### src/rtl/page_frame_stack_allocator_macros.svh
// ----------------------------------------------------------------------------
// Page frame stack allocator assertion macros
// Concurrent assertion wrappers clocked on clk and disabled while rst_n is low.
// ----------------------------------------------------------------------------
`ifndef PAGE_FRAME_STACK_ALLOCATOR_MACROS_SVH
`define PAGE_FRAME_STACK_ALLOCATOR_MACROS_SVH

`ifndef NO_ASSERTIONS

`define PFSA_ASSERT_SAME(label, ante, cons) \
  label: assert property (@(posedge clk) disable iff (!rst_n) (ante) |-> (cons)) \
    else $error("assertion failed");

`define PFSA_ASSERT_NEXT(label, ante, cons) \
  label: assert property (@(posedge clk) disable iff (!rst_n) (ante) |=> (cons)) \
    else $error("assertion failed");

`else

`define PFSA_ASSERT_SAME(label, ante, cons)

`define PFSA_ASSERT_NEXT(label, ante, cons)

`endif

`endif

### src/rtl/pfsa_pkg.sv
// ----------------------------------------------------------------------------
// Page frame stack allocator package
// Shared widths, command codes, controller states and control struct.
// ----------------------------------------------------------------------------
package pfsa_pkg;

  localparam int FRAME_COUNT_DEF = 64;
  localparam int FRAME_W         = 12;
  localparam int CMD_W           = 2;
  localparam int COUNT_W         = 7;

  typedef enum logic [CMD_W-1:0] {
    CMD_ALLOC = 2'd0,
    CMD_FREE  = 2'd1,
    CMD_INIT  = 2'd2
  } pfsa_cmd_code_t;

  typedef enum logic [1:0] {
    ST_IDLE = 2'b01,
    ST_EXEC = 2'b10
  } pfsa_state_t;

  typedef struct packed {
    logic capture;
    logic execute;
  } pfsa_ctl_t;

endpackage

### src/rtl/pfsa_ram.sv
// ----------------------------------------------------------------------------
// Generic single-write RAM
// One write port and one read port with registered read data.
// ----------------------------------------------------------------------------
module pfsa_ram #(
  parameter int WIDTH = 12,
  parameter int DEPTH = 64,
  parameter int AW    = (DEPTH > 1) ? $clog2(DEPTH) : 1
) (
  input  logic             clk,
  input  logic             we,
  input  logic [AW-1:0]    waddr,
  input  logic [WIDTH-1:0] wdata,
  input  logic             re,
  input  logic [AW-1:0]    raddr,
  output logic [WIDTH-1:0] rdata
);

  logic [WIDTH-1:0] mem_r [DEPTH];
  logic [WIDTH-1:0] rdata_r;

  always_ff @(posedge clk) begin
    if (we) begin
      mem_r[waddr] <= wdata;
    end
    if (re) begin
      rdata_r <= mem_r[raddr];
    end
  end

  assign rdata = rdata_r;

endmodule

### src/rtl/pfsa_ctrl.sv
// ----------------------------------------------------------------------------
// Page frame stack allocator controller
// Sequences capture and execute of one transaction and owns the result valid.
// ----------------------------------------------------------------------------
module pfsa_ctrl
  import pfsa_pkg::*;
(
  input  logic      clk,
  input  logic      rst_n,
  input  logic      in_valid,
  output logic      in_ready,
  output logic      out_valid,
  input  logic      out_ready,
  output pfsa_ctl_t ctl
);

  pfsa_state_t state_r, state_nxt;
  logic        out_valid_r, out_valid_nxt;

  always_comb begin
    state_nxt     = state_r;
    out_valid_nxt = out_valid_r && !out_ready;
    in_ready      = 1'b0;
    ctl           = '0;
    case (state_r)
      ST_IDLE: begin
        in_ready = 1'b1;
        if (in_valid) begin
          ctl.capture = 1'b1;
          state_nxt   = ST_EXEC;
        end
      end
      ST_EXEC: begin
        if (!out_valid_r || out_ready) begin
          ctl.execute   = 1'b1;
          out_valid_nxt = 1'b1;
          state_nxt     = ST_IDLE;
        end
      end
      default: begin
        state_nxt = ST_IDLE;
      end
    endcase
  end

  always_ff @(posedge clk) begin
    if (!rst_n) begin
      state_r     <= ST_IDLE;
      out_valid_r <= 1'b0;
    end else begin
      state_r     <= state_nxt;
      out_valid_r <= out_valid_nxt;
    end
  end

  assign out_valid = out_valid_r;

endmodule

### src/rtl/pfsa_dpath.sv
// ----------------------------------------------------------------------------
// Page frame stack allocator datapath
// Stack pointer, replaced bits, frame store and result registers.
// ----------------------------------------------------------------------------
module pfsa_dpath
  import pfsa_pkg::*;
#(
  parameter int FRAME_COUNT = FRAME_COUNT_DEF
) (
  input  logic               clk,
  input  logic               rst_n,
  input  pfsa_ctl_t          ctl,
  input  logic               cfg_wr_en,
  input  logic [FRAME_W-1:0] cfg_wr_data,
  input  logic [CMD_W-1:0]   in_command,
  input  logic [FRAME_W-1:0] in_frame_in,
  output logic [FRAME_W-1:0] out_frame_out,
  output logic               out_ok,
  output logic [COUNT_W-1:0] out_allocated_count
);

  localparam int SPW   = $clog2(FRAME_COUNT + 1);
  localparam int AW    = (FRAME_COUNT > 1) ? $clog2(FRAME_COUNT) : 1;
  localparam int CW    = (SPW > COUNT_W) ? SPW : COUNT_W;
  localparam int WIN_W = FRAME_W + 1;

  logic [FRAME_W-1:0]     base_r;
  logic [SPW-1:0]         sp_r, sp_nxt;
  logic [FRAME_COUNT-1:0] replaced_r, replaced_nxt;
  logic [CMD_W-1:0]       command_r;
  logic [FRAME_W-1:0]     frame_in_r;
  logic [FRAME_W-1:0]     frame_out_r, frame_out_nxt;
  logic                   ok_r, ok_nxt;
  logic [COUNT_W-1:0]     count_r;

  logic [AW-1:0]          rd_idx;
  logic [SPW-1:0]         sp_dec;
  logic [AW-1:0]          wr_idx;
  logic                   ram_we;
  logic [FRAME_W-1:0]     ram_rdata;
  logic [WIN_W-1:0]       win_end;
  logic                   in_win;
  logic [CW-1:0]          sp_ext;

  pfsa_ram #(
    .WIDTH (FRAME_W),
    .DEPTH (FRAME_COUNT),
    .AW    (AW)
  ) u_store (
    .clk   (clk),
    .we    (ram_we),
    .waddr (wr_idx),
    .wdata (frame_in_r),
    .re    (ctl.capture),
    .raddr (rd_idx),
    .rdata (ram_rdata)
  );

  assign rd_idx  = sp_r[AW-1:0];
  assign sp_dec  = sp_r - SPW'(1);
  assign wr_idx  = sp_dec[AW-1:0];
  assign win_end = {1'b0, base_r} + WIN_W'(FRAME_COUNT);
  assign in_win  = (frame_in_r >= base_r) && ({1'b0, frame_in_r} < win_end);

  always_comb begin
    sp_nxt        = sp_r;
    replaced_nxt  = replaced_r;
    frame_out_nxt = '0;
    ok_nxt        = 1'b0;
    ram_we        = 1'b0;
    case (command_r)
      CMD_ALLOC: begin
        if (sp_r < SPW'(FRAME_COUNT)) begin
          frame_out_nxt = replaced_r[rd_idx] ? ram_rdata : base_r + FRAME_W'(rd_idx);
          sp_nxt        = sp_r + SPW'(1);
          ok_nxt        = 1'b1;
        end
      end
      CMD_FREE: begin
        if (sp_r != '0 && in_win) begin
          sp_nxt               = sp_dec;
          replaced_nxt[wr_idx] = 1'b1;
          ram_we               = ctl.execute;
          ok_nxt               = 1'b1;
        end
      end
      CMD_INIT: begin
        sp_nxt       = '0;
        replaced_nxt = '0;
        ok_nxt       = 1'b1;
      end
      default: begin
        ok_nxt = 1'b0;
      end
    endcase
  end

  assign sp_ext = CW'(sp_nxt);

  always_ff @(posedge clk) begin
    if (!rst_n) begin
      base_r     <= '0;
      sp_r       <= '0;
      replaced_r <= '0;
    end else begin
      if (cfg_wr_en) begin
        base_r <= cfg_wr_data;
      end
      if (ctl.execute) begin
        sp_r       <= sp_nxt;
        replaced_r <= replaced_nxt;
      end
    end
  end

  always_ff @(posedge clk) begin
    if (ctl.capture) begin
      command_r  <= in_command;
      frame_in_r <= in_frame_in;
    end
    if (ctl.execute) begin
      frame_out_r <= frame_out_nxt;
      ok_r        <= ok_nxt;
      count_r     <= sp_ext[COUNT_W-1:0];
    end
  end

  assign out_frame_out       = frame_out_r;
  assign out_ok              = ok_r;
  assign out_allocated_count = count_r;

endmodule

### src/rtl/page_frame_stack_allocator.sv
// ----------------------------------------------------------------------------
// Page frame stack allocator
// Allocates and frees page frames of a memory window as a stack of free frames.
// ----------------------------------------------------------------------------
// Usage:
//   The input channel (in_valid/in_ready) carries one command per transaction:
//   allocate, free (in_frame_in is the frame returned) or reinitialize.
//   The result channel (out_valid/out_ready) returns one transaction per
//   command: the allocated frame, an ok flag and the allocated count.
//   cfg_wr_en/cfg_wr_data set the window's first frame; write it only while
//   no command is in flight.
//   The result is registered when the command executes, which waits for a free
//   output register. A new command is accepted only after the last one executes;
//   the frame store is read at capture and the pointer is updated at execute.
//   Reset: the stack pointer and base frame clear and every entry reads as
//   base plus its index; no clearing pass is needed.
//   Stall: a waiting result holds in the output register; the next command is
//   still accepted and finishes once the receiver takes the held result.
// ----------------------------------------------------------------------------
`include "page_frame_stack_allocator_macros.svh"

module page_frame_stack_allocator
  import pfsa_pkg::*;
#(
  parameter int FRAME_COUNT = FRAME_COUNT_DEF
) (
  input  logic               clk,
  input  logic               rst_n,
  input  logic               cfg_wr_en,
  input  logic [FRAME_W-1:0] cfg_wr_data,
  input  logic               in_valid,
  output logic               in_ready,
  input  logic [CMD_W-1:0]   in_command,
  input  logic [FRAME_W-1:0] in_frame_in,
  output logic               out_valid,
  input  logic               out_ready,
  output logic [FRAME_W-1:0] out_frame_out,
  output logic               out_ok,
  output logic [COUNT_W-1:0] out_allocated_count
);

  pfsa_ctl_t ctl;

  pfsa_ctrl u_ctrl (
    .clk       (clk),
    .rst_n     (rst_n),
    .in_valid  (in_valid),
    .in_ready  (in_ready),
    .out_valid (out_valid),
    .out_ready (out_ready),
    .ctl       (ctl)
  );

  pfsa_dpath #(
    .FRAME_COUNT (FRAME_COUNT)
  ) u_dpath (
    .clk                 (clk),
    .rst_n               (rst_n),
    .ctl                 (ctl),
    .cfg_wr_en           (cfg_wr_en),
    .cfg_wr_data         (cfg_wr_data),
    .in_command          (in_command),
    .in_frame_in         (in_frame_in),
    .out_frame_out       (out_frame_out),
    .out_ok              (out_ok),
    .out_allocated_count (out_allocated_count)
  );

  `PFSA_ASSERT_NEXT(a_one_in_flight, in_valid && in_ready, !in_ready)
  `PFSA_ASSERT_SAME(a_frame_implies_ok, out_valid && (out_frame_out != '0), out_ok)
  `PFSA_ASSERT_SAME(a_count_in_range, out_valid, int'(out_allocated_count) <= FRAME_COUNT)

endmodule

### config.mk
export PLATFORM = sky130hd
export DESIGN_NAME = page_frame_stack_allocator
export DESIGN_NICKNAME = d
export VERILOG_FILES = /design/src/rtl/pfsa_pkg.sv /design/src/rtl/pfsa_ram.sv /design/src/rtl/pfsa_ctrl.sv /design/src/rtl/pfsa_dpath.sv /design/src/rtl/page_frame_stack_allocator.sv
export VERILOG_INCLUDE_DIRS = /design/src /design/src/rtl
export SDC_FILE = /design/constraint.sdc
export NUM_CORES = 1
export LEC_CHECK = 0
export BUFFER_PORTS_ARGS = -buffer_cell sky130_fd_sc_hd__buf_2
export CORE_UTILIZATION = 35
export DETAILED_ROUTE_END_ITERATION = 10
export PLACE_DENSITY = 0.53
export SYNTH_ARGS = -nofsm -noshare
export SYNTH_HDL_FRONTEND = slang
export SYNTH_SLANG_ARGS = --single-unit
### constraint.sdc
create_clock -name clk -period 5.68 [get_ports clk]
set_input_delay 1.136 -clock clk [delete_from_list [all_inputs] [get_ports clk]]
set_output_delay 1.136 -clock clk [all_outputs]
set_load 0.02 [all_outputs]
## Yosys cells after proc, flatten, opt, wreduce, memory -nomap -nowiden

Memories as Yosys holds them, arrays and structs flattened. A register that Yosys moved wholly into a read port is not among the register bits.
Index checks and enable logic that the tools add are counted.

- Bits in registers: 120
- Memory bits (writable): 768
- Input bits: 31
- Logic and storage cells: 69
- Memories kept: 1

Memory list:

| name | depth | bits a word | rd ports | clocked after memory_dff | write ports | RTL line | RTL |
|---|---|---|---|---|---|---|---|
| u_dpath.u_store.mem_r | 64 | 12 | 1 | 1 | 1 | pfsa_ram.sv:19 | `logic [WIDTH-1:0] mem_r [DEPTH];` |

- Add/sub/neg operators: 4
- Magnitude comparators: 6
- Equal/unequal tests: 7
- Muxes and demuxes: 27
- Bitwise operators: 1
- Reductions and logical operators: 13

Operators with widths:

| kind | number |
|---|---|
| one-hot mux 64 bit (2 select lines) | 1 |
| two-way mux 64 bit | 1 |
| OR 64 bit | 1 |
| one-hot mux 7 bit (3 select lines) | 1 |
| two-way mux 1 bit | 15 |
| < comparator 6 x 7 -> 1 bit (second input constant) | 2 |
| two-way mux 7 bit | 2 |
| adder 12 x 7 -> 13 bit (second input constant) | 1 |
| < comparator 12 x 13 -> 1 bit | 1 |
| adder 12 x 6 -> 12 bit | 1 |
| greater-or-equal comparator 12 bit | 1 |
| two-way mux 12 bit | 1 |
| adder 7 x 1 -> 7 bit (second input constant) | 1 |
| < comparator 7 bit (second input constant) | 1 |
| nonzero test 7 bit | 1 |
| subtractor 7 x 1 -> 7 bit (second input constant) | 1 |
| binary-select mux 1 bit (select 6 bit) | 1 |
| demux 1 bit (select 6 bit) | 1 |
| greater-or-equal comparator 6 x 1 -> 1 bit (second input constant) | 1 |
| == test 2 x 1 -> 1 bit (second input constant) | 2 |
| == test 2 bit (second input constant) | 2 |
| logical AND 1 bit | 4 |
| two-way mux 2 bit | 2 |
| inequality test 2 x 1 -> 1 bit (second input constant) | 2 |
| other kinds (9) | 11 |

## Depth between registers and ports, before layout

Gate-level depths: netlist of the first run.

- Word-level depth: 8
- Gate-level depth with buffers: 14
- Depth with buffers taken out: 11

## Hierarchy

Synthesis of the first run repeated with hierarchy kept, for this count alone.

- Cell total of the unflattened synthesis: 1895
- Area, all modules: 36157.2 um^2

By module, submodules not included:

| module | instances | cells an instance | area each (um^2) | sequential area each (um^2) |
|---|---|---|---|---|
| pfsa_ram | 1 | 1339 | 29971.2 | 23422.5 |
| pfsa_dpath | 1 | 544 | 6059.6 | 2682.6 |
| pfsa_ctrl | 1 | 12 | 126.4 | 60.1 |

## Worst setup path before layout of the first run

OpenSTA, ideal clock, no wires.

- Path type: flip-flop to flip-flop
- Start: register u_dpath.frame_in_r[1]
- End: memory u_dpath.u_store.mem_r[15][0], enable pin
- Setup time: 0.396 ns
- Data arrival time: 3.928 ns
- Required time: 5.284 ns
- Setup slack: 1.355 ns
- Cell stages (with the launch flop): 10
- Path buffers: 2
- Path through: edfxtp_1 > ha_1 > nor2b_1 > o311ai_0 > a211o_1 > nand3_1 > or4_1 > buf_2 > buf_1 > nor3_1

- Longest elaborated chain between the ends: 7

Ends and longest elaborated chain:

| element | RTL line | RTL |
|---|---|---|
| start: declaration | pfsa_dpath.sv:31 | `logic [FRAME_W-1:0] frame_in_r;` |
| start signal: assignment | pfsa_dpath.sv:119 | `frame_in_r <= in_frame_in;` |
| < comparator 12 x 13 -> 1 bit / greater-or-equal comparator 12 bit (equally long branches) | pfsa_dpath.sv:63 | `assign in_win = (frame_in_r >= base_r) && ({1'b0, frame_in_r} < win_end);` |
| logical AND 1 bit (*) | pfsa_dpath.sv:63 |  |
| logical AND 1 bit (*) | pfsa_dpath.sv:80 | `if (sp_r != '0 && in_win) begin` |
| two-way mux 1 bit (*) | pfsa_dpath.sv:80 |  |
| two-way mux 1 bit (*) | pfsa_dpath.sv:71 | `case (command_r)` |
| two-way mux 1 bit (*) | pfsa_ram.sv:23 | `if (we) begin` |
| two-way mux 1 bit (not written as such) (*) | pfsa_ram.sv:24 | `mem_r[waddr] <= wdata;` |
| end: declaration | pfsa_ram.sv:19 |  |

Every way passes the cells marked *; elsewhere a longest branch is shown, timed or not.

## Final worst setup path of the first run

- Start: register u_dpath.base_r[6]
- End: memory u_dpath.u_store.mem_r[46][9], enable pin

- Longest elaborated chain between the ends: 8

Ends and longest elaborated chain:

| element | RTL line | RTL |
|---|---|---|
| start: declaration | pfsa_dpath.sv:27 | `logic [FRAME_W-1:0] base_r;` |
| start signal: assignment | pfsa_dpath.sv:107 | `base_r <= cfg_wr_data;` |
| adder 12 x 7 -> 13 bit | pfsa_dpath.sv:62 | `assign win_end = {1'b0, base_r} + WIN_W'(FRAME_COUNT);` |
| < comparator 12 x 13 -> 1 bit | pfsa_dpath.sv:63 |  |
| logical AND 1 bit (*) | pfsa_dpath.sv:63 |  |
| logical AND 1 bit (*) | pfsa_dpath.sv:80 |  |
| two-way mux 1 bit (*) | pfsa_dpath.sv:80 |  |
| two-way mux 1 bit (*) | pfsa_dpath.sv:71 |  |
| two-way mux 1 bit (*) | pfsa_ram.sv:23 |  |
| two-way mux 1 bit (not written as such) (*) | pfsa_ram.sv:24 |  |

Marked as above.

==> results of run 1 <==
-- layout by cell type, fill, tap and decap left out, types with 13 or more instances in the layout --
| cell | n |
|---|---|
| sky130_fd_sc_hd__clkbuf_1 | 25 |
| sky130_fd_sc_hd__buf_2 | 52 |
| sky130_fd_sc_hd__mux2i_1 | 18 |
| sky130_fd_sc_hd__buf_4 | 64 |
| sky130_fd_sc_hd__clkbuf_16 | 95 |
| sky130_fd_sc_hd__nand2_1 | 43 |
| sky130_fd_sc_hd__nor3_1 | 72 |
| sky130_fd_sc_hd__edfxtp_1 | 814 |
| sky130_fd_sc_hd__nand3_1 | 22 |
| sky130_fd_sc_hd__clkinv_1 | 23 |
| sky130_fd_sc_hd__a21oi_1 | 16 |
| sky130_fd_sc_hd__nor3_2 | 33 |
| sky130_fd_sc_hd__o21a_1 | 68 |
| sky130_fd_sc_hd__ha_1 | 28 |
| sky130_fd_sc_hd__dfxtp_1 | 82 |
| sky130_fd_sc_hd__nor2b_1 | 20 |
| sky130_fd_sc_hd__mux4_2 | 265 |
| sky130_fd_sc_hd__clkinv_2 | 13 |
| sky130_fd_sc_hd__nor2_1 | 49 |
| sky130_fd_sc_hd__inv_1 | 21 |
| sky130_fd_sc_hd__xnor2_1 | 13 |
-- final cells by class --
class	instances	area (sq um)
multi-input combinational	774	9404
inverter	24	90.09
timing repair buffer	119	795.8
clock inverter	49	513.0
fill	9064	60870
tap	1368	1712
sequential	900	26180
clock buffer	120	2471
-- kinds of logic after synthesis --
family                     after synthesis  synth area share, %
AOI/OAI and AO/OA                      162                3.208
xor gates and xnor gates                17               0.4127
adders and majority gates               29                1.027
buffers and inverters                  141                1.887
DFF                                    900                72.53
muxes                                  284                17.07
and+or+nand+nor                        282                3.864
-- stage by stage --
stage                     instance area, sq um  total power, uW  worst slack (ps)  utilization, %  hold WS (ps)
after floorplan                          36070             7578              1355               -         435.3
after global placement                   38160             7732             776.4           37.40         441.6
after detailed placement                 38180             7740             671.3           37.42         452.4
after CTS                                41170            13750             639.8           40.35         466.8
after global routing                     41170            14010             401.6           40.35         480.4
final                                    41170            13620             673.7           40.35         460.5
-- sequential cells by signal (all words and copies together), names as in the netlist --
signal,flops
u_dpath.u_store.mem_r,768
u_dpath.replaced_r,64
u_dpath.base_r,12
u_dpath.frame_in_r,12
u_dpath.out_frame_out,12
u_dpath.u_store.rdata,12
u_dpath.out_allocated_count,7
u_dpath.sp_r,7
u_ctrl.state_r,2
u_dpath.command_r,2
u_ctrl.out_valid,1
u_dpath.out_ok,1
-- layer usage --
layer,vias up,track usage [%],part of all wire [%]
met5,-,0,0
met4,0,4.676,2.2
met3,109,2.423,5.3
met2,644,29.48,49
met1,9806,26.03,44
li1,7672,-,-
-- worst max-delay path by stage --
stage | start | endpoint | depth (start not counted)
2_1_floorplan | u_dpath.frame_in_r[1] | u_dpath.u_store.mem_r[15][0] | 9
3_3_place_gp | u_dpath.base_r[8] | u_dpath.u_store.mem_r[46][4] | 12
3_5_place_dp | u_dpath.base_r[6] | u_dpath.u_store.mem_r[46][3] | 12
4_1_cts | u_dpath.base_r[6] | u_dpath.u_store.mem_r[46][9] | 12
5_1_grt | u_dpath.base_r[8] | u_dpath.u_store.mem_r[46][9] | 12
6_report | u_dpath.base_r[6] | u_dpath.u_store.mem_r[46][9] | 12
-- power breakdown --
part / switching, uW / leakage [uW] / internal [uW]
combinational: 245 / 0.00294 / 80.5
clock: 2510 / 0.00145 / 3520
sequential: 23.1 / 0.00805 / 7250
==> qor_table.md, run 1 <==
| Metric | Value |
|:---|:---|
| Routed wirelength normalized by instance count | 28.05 um |
| Length in cells of the worst reg-to-reg path | 12 |
| Slew HR | 14.33% |
| Setup violation total in the final timing report | 0 |
| Detailed-router iteration count before antenna repair | 6 |
| Seq/Total Area, Yosys | 72.53% |
| Setup CP Type | reg2reg |
| Final net count | 1972 |
| Outcome | finished clean |
| Power per unit of standard cell area | 331.0 mW/mm^2 |
| Cell variety after synth | 59 |
| Ant. Diodes | 0 |
| Placer congestion estimate | 0.8125 |
| Cells taking the most area after synthesis | sky130_fd_sc_hd__edfxtp_1, sky130_fd_sc_hd__mux4_2, sky130_fd_sc_hd__dfxtp_1 |
| Area share of the largest cell type after synthesis | 67.76% |
| Terminating pin of the worst hold path | u_dpath.replaced_r[17] |
| Fin crit share | 88.14% |
| Initial core utilization | 35.36% |
| Fraction of registers with async set or reset after synthesis | 0% |
| Standard-cell rows | 117 |
| Number of sinks driven by the clock tree | 900 |
| Total leakage power | 0.01244 uW |
| Number of non-filler instances in the completed layout | 3354 |
| Root buffer cell | sky130_fd_sc_hd__clkbuf_16 |
| Proportion of layout cells with a drive suffix above 1 | 28.00% |
| Top_reg_cell synth | sky130_fd_sc_hd__edfxtp_1 |
| Data arrival time of the critical path | 5260 ps |
| Overall global routing resource usage | 18.24% |
| Average instance area after synthesis | 19.88 sq um |
| Number of clock buffers inserted by TritonCTS | 93 |
| Startpoint of the lowest-slack register-to-register path | u_dpath.base_r[6] |
| Count of input and output buffers | 52 |
| Number of placed instances, taps included | 3185 |
| Max Fanout on Critical Path | 13 |
| Most used standard cells in the synthesized netlist | sky130_fd_sc_hd__edfxtp_1, sky130_fd_sc_hd__mux4_2, sky130_fd_sc_hd__nor3_1 |
| RSZ-0062 raised after global routing | false |
| Area enclosed by the die boundary | 0.1044 sq mm |
| Antenna Nets Post-Route | 0 |
| Final critical delay including setup and external delays | 5006 ps |
| Gates resized, CTS repair | 0 |
| Worst min path class | reg2reg |
| Number of enable-type register cells in the synthesized netlist | 814 |
| Net Count, Synth | 1875 |
| Largest net degree at the start of global routing | 112 |
| Worst path bufs/invs | 1 |
| Number of global-route vias before repair | 18324 |
| Largest area contributor in the synthesized netlist | sky130_fd_sc_hd__edfxtp_1 |
| Placeable Area | 0.1020 sq mm |
| YS warnings | 0 |
| Clk pin slew, worst setup/hold paths | 60 ps |
| Count of H-tree levels built during CTS | 3 |
| Insertion delay of the later-clocked pin in the worst-skew pair | 660 ps |
| Fmax achieved | 0.1998 GHz |
| Largest voltage drop on the vdd net | 0.0002305 V |
| Total of hold buffers inserted after clock tree synthesis | 0 |
| Largest delay share family, worst path | simple AND/OR/NAND/NOR gates |
| Global-route wire length before repair | 136.1 mm |
| Final sum of negative setup slack | 0 ps |
| Overall die height | 323.0 um |
| CP cell instances | nand3_1 -> or3_1 -> xnor2_1 -> ha_1 -> nand3_1 -> or4b_1 -> a211o_1 -> nand3_1 -> or4_2 -> buf_4 -> or2_1 -> nor2_1 |
| Horiz. Die Dim | 323.0 um |
| Worst-case clock buffer depth | 3 |
| Initial antenna violation count | 3 |
| Maximum single-stage delay on the critical path | 940 ps |
| MaxCap Viol Count | 0 |
| Kind of start point of the critical path | flip-flop |
| DR vias/cell | 5.436 |
| Most instantiated library cell after synthesis | sky130_fd_sc_hd__edfxtp_1 |
| DRC violations left | 0 |
| GRT Residual Overflow | 0 |
| Number of failing hold endpoints at the final stage | 0 |
| Cell area after technology mapping | 0.03607 sq mm |
| Worst-margin pin slew | 1280 ps |
| Ports | 53 |
| Worst Path Required | 5930 ps |
| HPWL Detailed | 58.16 mm |
| Area grow syn2layout | 14.11% |
| Flop and latch count out of synthesis | 900 |
| Mapped Cells | 1815 |
| Worst setup skew after layout | 32.02 ps |
| Minimum setup slack among reg-to-reg paths | 670 ps |
| Vias post-DR | 18231 |
| Crit path capture type | flip-flop |
| Slew Viols, Final | 0 |
| DRT iter0 DRCs | 1882 |
| Hold-critical path depth | 1 |
| Post-Route WL | 94.07 mm |
| Hold wc startpoint | u_dpath.replaced_r[17] |
| Worst path most repeated cell | sky130_fd_sc_hd__nand3_1 |
| Slowest stage cell on the critical path | sky130_fd_sc_hd__nor2_1 |
| Reg-to-reg critical path endpoint | u_dpath.u_store.mem_r[46][9] |
| Postcts setup bufs | 0 |
| CTS tree | yes |
Power figures use the tool's default switching activity.
==> run 2: changes to the inputs <==
--- a/config.mk
+++ b/config.mk
@@ -6,10 +6,11 @@
 export SDC_FILE = /design/constraint.sdc
 export NUM_CORES = 1
 export LEC_CHECK = 0
+export ABC_AREA = 1
 export BUFFER_PORTS_ARGS = -buffer_cell sky130_fd_sc_hd__buf_2
-export CORE_UTILIZATION = 35
+export CORE_UTILIZATION = 45
 export DETAILED_ROUTE_END_ITERATION = 10
-export PLACE_DENSITY = 0.53
+export PLACE_DENSITY = 0.64
 export SYNTH_ARGS = -nofsm -noshare
 export SYNTH_HDL_FRONTEND = slang
 export SYNTH_SLANG_ARGS = --single-unit
==> run 2 against run 1 <==
  * Sequential share of layout area down 2.0 points
  * Global-route usage up 6.0 points
  * Largest cell class unchanged
  * Cell count up 30%
  * Wire length up 12%
  * Setup slack better by 890 ps
  * Critical path depth up 1
  * Cell area up 3.3%
  * Sequential power about the same
  * Highest routed layer unchanged
  * Clock-buffer cell count down 3
  * Via count up 42%
  * Sequential cell count unchanged
==> qor_table.md, run 2 <==
| Metric | Value | vs previous |
|:---|:---|:---|
| Power per unit of standard cell area | 335.4 mW/mm^2 | +1.3% |
| Largest delay share family, worst path | simple AND/OR/NAND/NOR gates |  |
| Postcts setup bufs | 0 | unchanged |
| Worst Path Required | 5960 ps | +30 ps |
| CTS tree | yes |  |
| Setup CP Type | reg2reg |  |
| Total of hold buffers inserted after clock tree synthesis | 0 | unchanged |
| Placer congestion estimate | 0.9119 | +12% |
| YS warnings | 0 | unchanged |
| Vias post-DR | 25890 | +42% |
| Area grow syn2layout | 12.15% |  |
| Final critical delay including setup and external delays | 4116 ps | -890.6 ps |
| Routed wirelength normalized by instance count | 24.01 um | -14% |
| Final sum of negative setup slack | 0 ps | unchanged |
| Worst setup skew after layout | 18.29 ps | -13.73 ps |
| Total power draw | 14250 uW | +4.6% |
| Number of failing hold endpoints at the final stage | 0 | unchanged |
| CP cell instances | ha_1 -> inv_1 -> nor2_1 -> xor2_1 -> ha_1 -> a21oi_1 -> nor2_1 -> nor2_8 -> nand3_4 -> nor2_4 -> nand2_4 -> buf_4 -> nor3_2 |  |
| Utilization after layout | 50.87% | +11 points |
| Horiz. Die Dim | 292.2 um | -9.5% |
| Flop and latch count out of synthesis | 900 | unchanged |
| Fraction of registers with async set or reset after synthesis | 0% | unchanged |
| Slew HR | 23.05% | +8.7 points |
| Largest area contributor in the synthesized netlist | sky130_fd_sc_hd__edfxtp_1 |  |
| MaxCap Viol Count | 0 | unchanged |
| HPWL Detailed | 58.43 mm | +0.47% |
| Global-route wire length before repair | 156.0 mm | +15% |
| Insertion delay of the later-clocked pin in the worst-skew pair | 660 ps | about the same |
| Initial core utilization | 45.36% | +10 points |
| Maximum single-stage delay on the critical path | 760 ps | -180 ps |
| Fin crit share | 72.46% | -16 points |
| Worst-margin pin slew | 1154 ps | -126.2 ps |
| Largest net degree at the start of global routing | 186 | +66% |
| Worst path bufs/invs | 2 | +1 |
| Root buffer cell | sky130_fd_sc_hd__clkbuf_16 |  |
| Ports | 53 | unchanged |
| Overall die height | 292.2 um | -9.5% |
| Number of placed instances, taps included | 4197 | +32% |
| Area enclosed by the die boundary | 0.08539 sq mm | -18% |
| Number of global-route vias before repair | 24528 | +34% |
| Proportion of layout cells with a drive suffix above 1 | 12.77% | -15 points |
| Ant. Diodes | 0 | unchanged |
| Average instance area after synthesis | 11.77 sq um | -41% |
| Initial antenna violation count | 0 | -3 |
| RSZ-0062 raised after global routing | false |  |
| Number of sinks driven by the clock tree | 900 | unchanged |
| Number of non-filler instances in the completed layout | 4369 | +30% |
| Top_reg_cell synth | sky130_fd_sc_hd__edfxtp_1 |  |
| Clk pin slew, worst setup/hold paths | 60 ps | about the same |
| Count of H-tree levels built during CTS | 3 | unchanged |
| Antenna Nets Post-Route | 0 | unchanged |
| Most instantiated library cell after synthesis | sky130_fd_sc_hd__edfxtp_1 |  |
| Post-Route WL | 104.9 mm | +12% |
| Final net count | 3273 | +66% |
| Seq/Total Area, Yosys | 69.04% | -3.5 points |
| Count of input and output buffers | 52 | unchanged |
| Most frequent cells in the layout | sky130_fd_sc_hd__edfxtp_1, sky130_fd_sc_hd__nor2_1, sky130_fd_sc_hd__o21ai_0 |  |
| Area share of the largest cell type after synthesis | 64.49% | -3.3 points |
| Cells taking the most area after synthesis | sky130_fd_sc_hd__edfxtp_1, sky130_fd_sc_hd__o21ai_0, sky130_fd_sc_hd__nor2_1 |  |
| Mapped Cells | 3219 | +77% |
| Worst-case clock buffer depth | 3 | unchanged |
| Gates resized, CTS repair | 0 | unchanged |
| DRT iter0 DRCs | 3168 | +68% |
| Overall global routing resource usage | 24.26% | +6.0 points |
| Slowest stage cell on the critical path | sky130_fd_sc_hd__nor3_2 |  |
| Max Fanout on Critical Path | 39 | +26 |
| Number of clock buffers inserted by TritonCTS | 94 | +1.1% |
| Data arrival time of the critical path | 4400 ps | -860 ps |
| Number of flip-flops in the largest register | 768 | unchanged |
| Setup violation total in the final timing report | 0 | unchanged |
| DRC violations left | 0 | unchanged |
| Cell area after technology mapping | 0.03790 sq mm | +5.1% |
| Slew Viols, Final | 0 | unchanged |
| DR vias/cell | 5.926 | +9.0% |
| Most common cell after layout, fill and taps aside | sky130_fd_sc_hd__edfxtp_1 |  |
| Cell variety after synth | 48 | -19% |
| Kind of start point of the critical path | flip-flop |  |
| Largest voltage drop on the vdd net | 0.0002912 V | +26% |
| Placeable Area | 0.08356 sq mm | -18% |
| Worst min path class | reg2reg |  |
| Fmax achieved | 0.2430 GHz | +22% |
| Outcome | finished clean |  |
| Most used standard cells in the synthesized netlist | sky130_fd_sc_hd__edfxtp_1, sky130_fd_sc_hd__nor2_1, sky130_fd_sc_hd__o21ai_0 |  |
| Net Count, Synth | 3279 | +75% |
| Top flop regs | u_dpath.u_store.mem_r x768, u_dpath.replaced_r x64 |  |
| Total leakage power | 0.01409 uW | +13% |
| Standard-cell rows | 106 | -9.4% |
| Detailed-router iteration count before antenna repair | 6 | unchanged |
| Crit path capture type | flip-flop |  |
| GRT Residual Overflow | 0 | unchanged |
| Number of enable-type register cells in the synthesized netlist | 814 | unchanged |
| Register ranked first by flip-flop count | u_dpath.u_store.mem_r |  |
==> run 2: path summary, 6_finish.rpt <==
path,slack (ps),end,depth (start not counted),from
setup / recovery,1560,u_dpath.u_store.mem_r[16][0],13,u_dpath.base_r[6]
hold / removal,440,u_dpath.replaced_r[48],2,u_dpath.replaced_r[48]
setup reg to reg,1560,u_dpath.u_store.mem_r[16][0],13,u_dpath.base_r[6]
hold reg to reg,440,u_dpath.replaced_r[48],2,u_dpath.replaced_r[48]
==> run 2: where the power goes <==
part           switching (uW)  leakage, uW  internal, uW
clock                    2590      0.00151          3620
sequential               24.9      0.00803          7260
combinational             605      0.00455           160
==> run 2: routing by layer <==
metal	part of all wire (%)	track usage, %	up-vias
met4	4.5	10.65	0
li1	-	-	11708
met3	8.7	4.211	262
met2	46	38.28	1270
met5	0	0	-
met1	40	33.04	12650
==> run 2: cell families (layout without fill, tap and decap cells) <==
group                    after synthesis  count (layout)  synth area share (%)
buffers and inverters                373             443                 4.298
AO/OA/AOI/OAI                        839             839                 12.44
adder cells (fa/ha/maj)               29              29                0.9772
flip-flops                           900             900                 69.04
AND/OR/NAND/NOR                     1059            1059                 12.64
XOR/XNOR                              19              19                0.6074
==> run 2: through the flow <==
stage / cell area, sq um / hold slack, ps / setup WS (ps)
floorplan: 37900 / 426.4 / 1918
finish: 42500 / 443.0 / 1564
global route: 42500 / 463.5 / 1205
global placement: 39410 / 433.7 / 1625
CTS: 42500 / 446.2 / 1515
detailed placement: 39410 / 437.7 / 1522
==> run 2: layout make-up <==
type                            instances  area, sq um
Fill cell                            7150        41050
Sequential cell                       900        26180
Multi-Input combinational cell       1946        10440
Clock buffer                          117         2491
Tap cell                             1080         1351
Timing Repair Buffer                  131        903.4
Clock inverter                         55        606.8
Inverter                              140        538.0
==> run 2: worst min-delay path, cell delays in order (launching register included) <==
cell and delay (ps):
sky130_fd_sc_hd__dfxtp_1 300, sky130_fd_sc_hd__inv_1 40, sky130_fd_sc_hd__a21oi_1 50
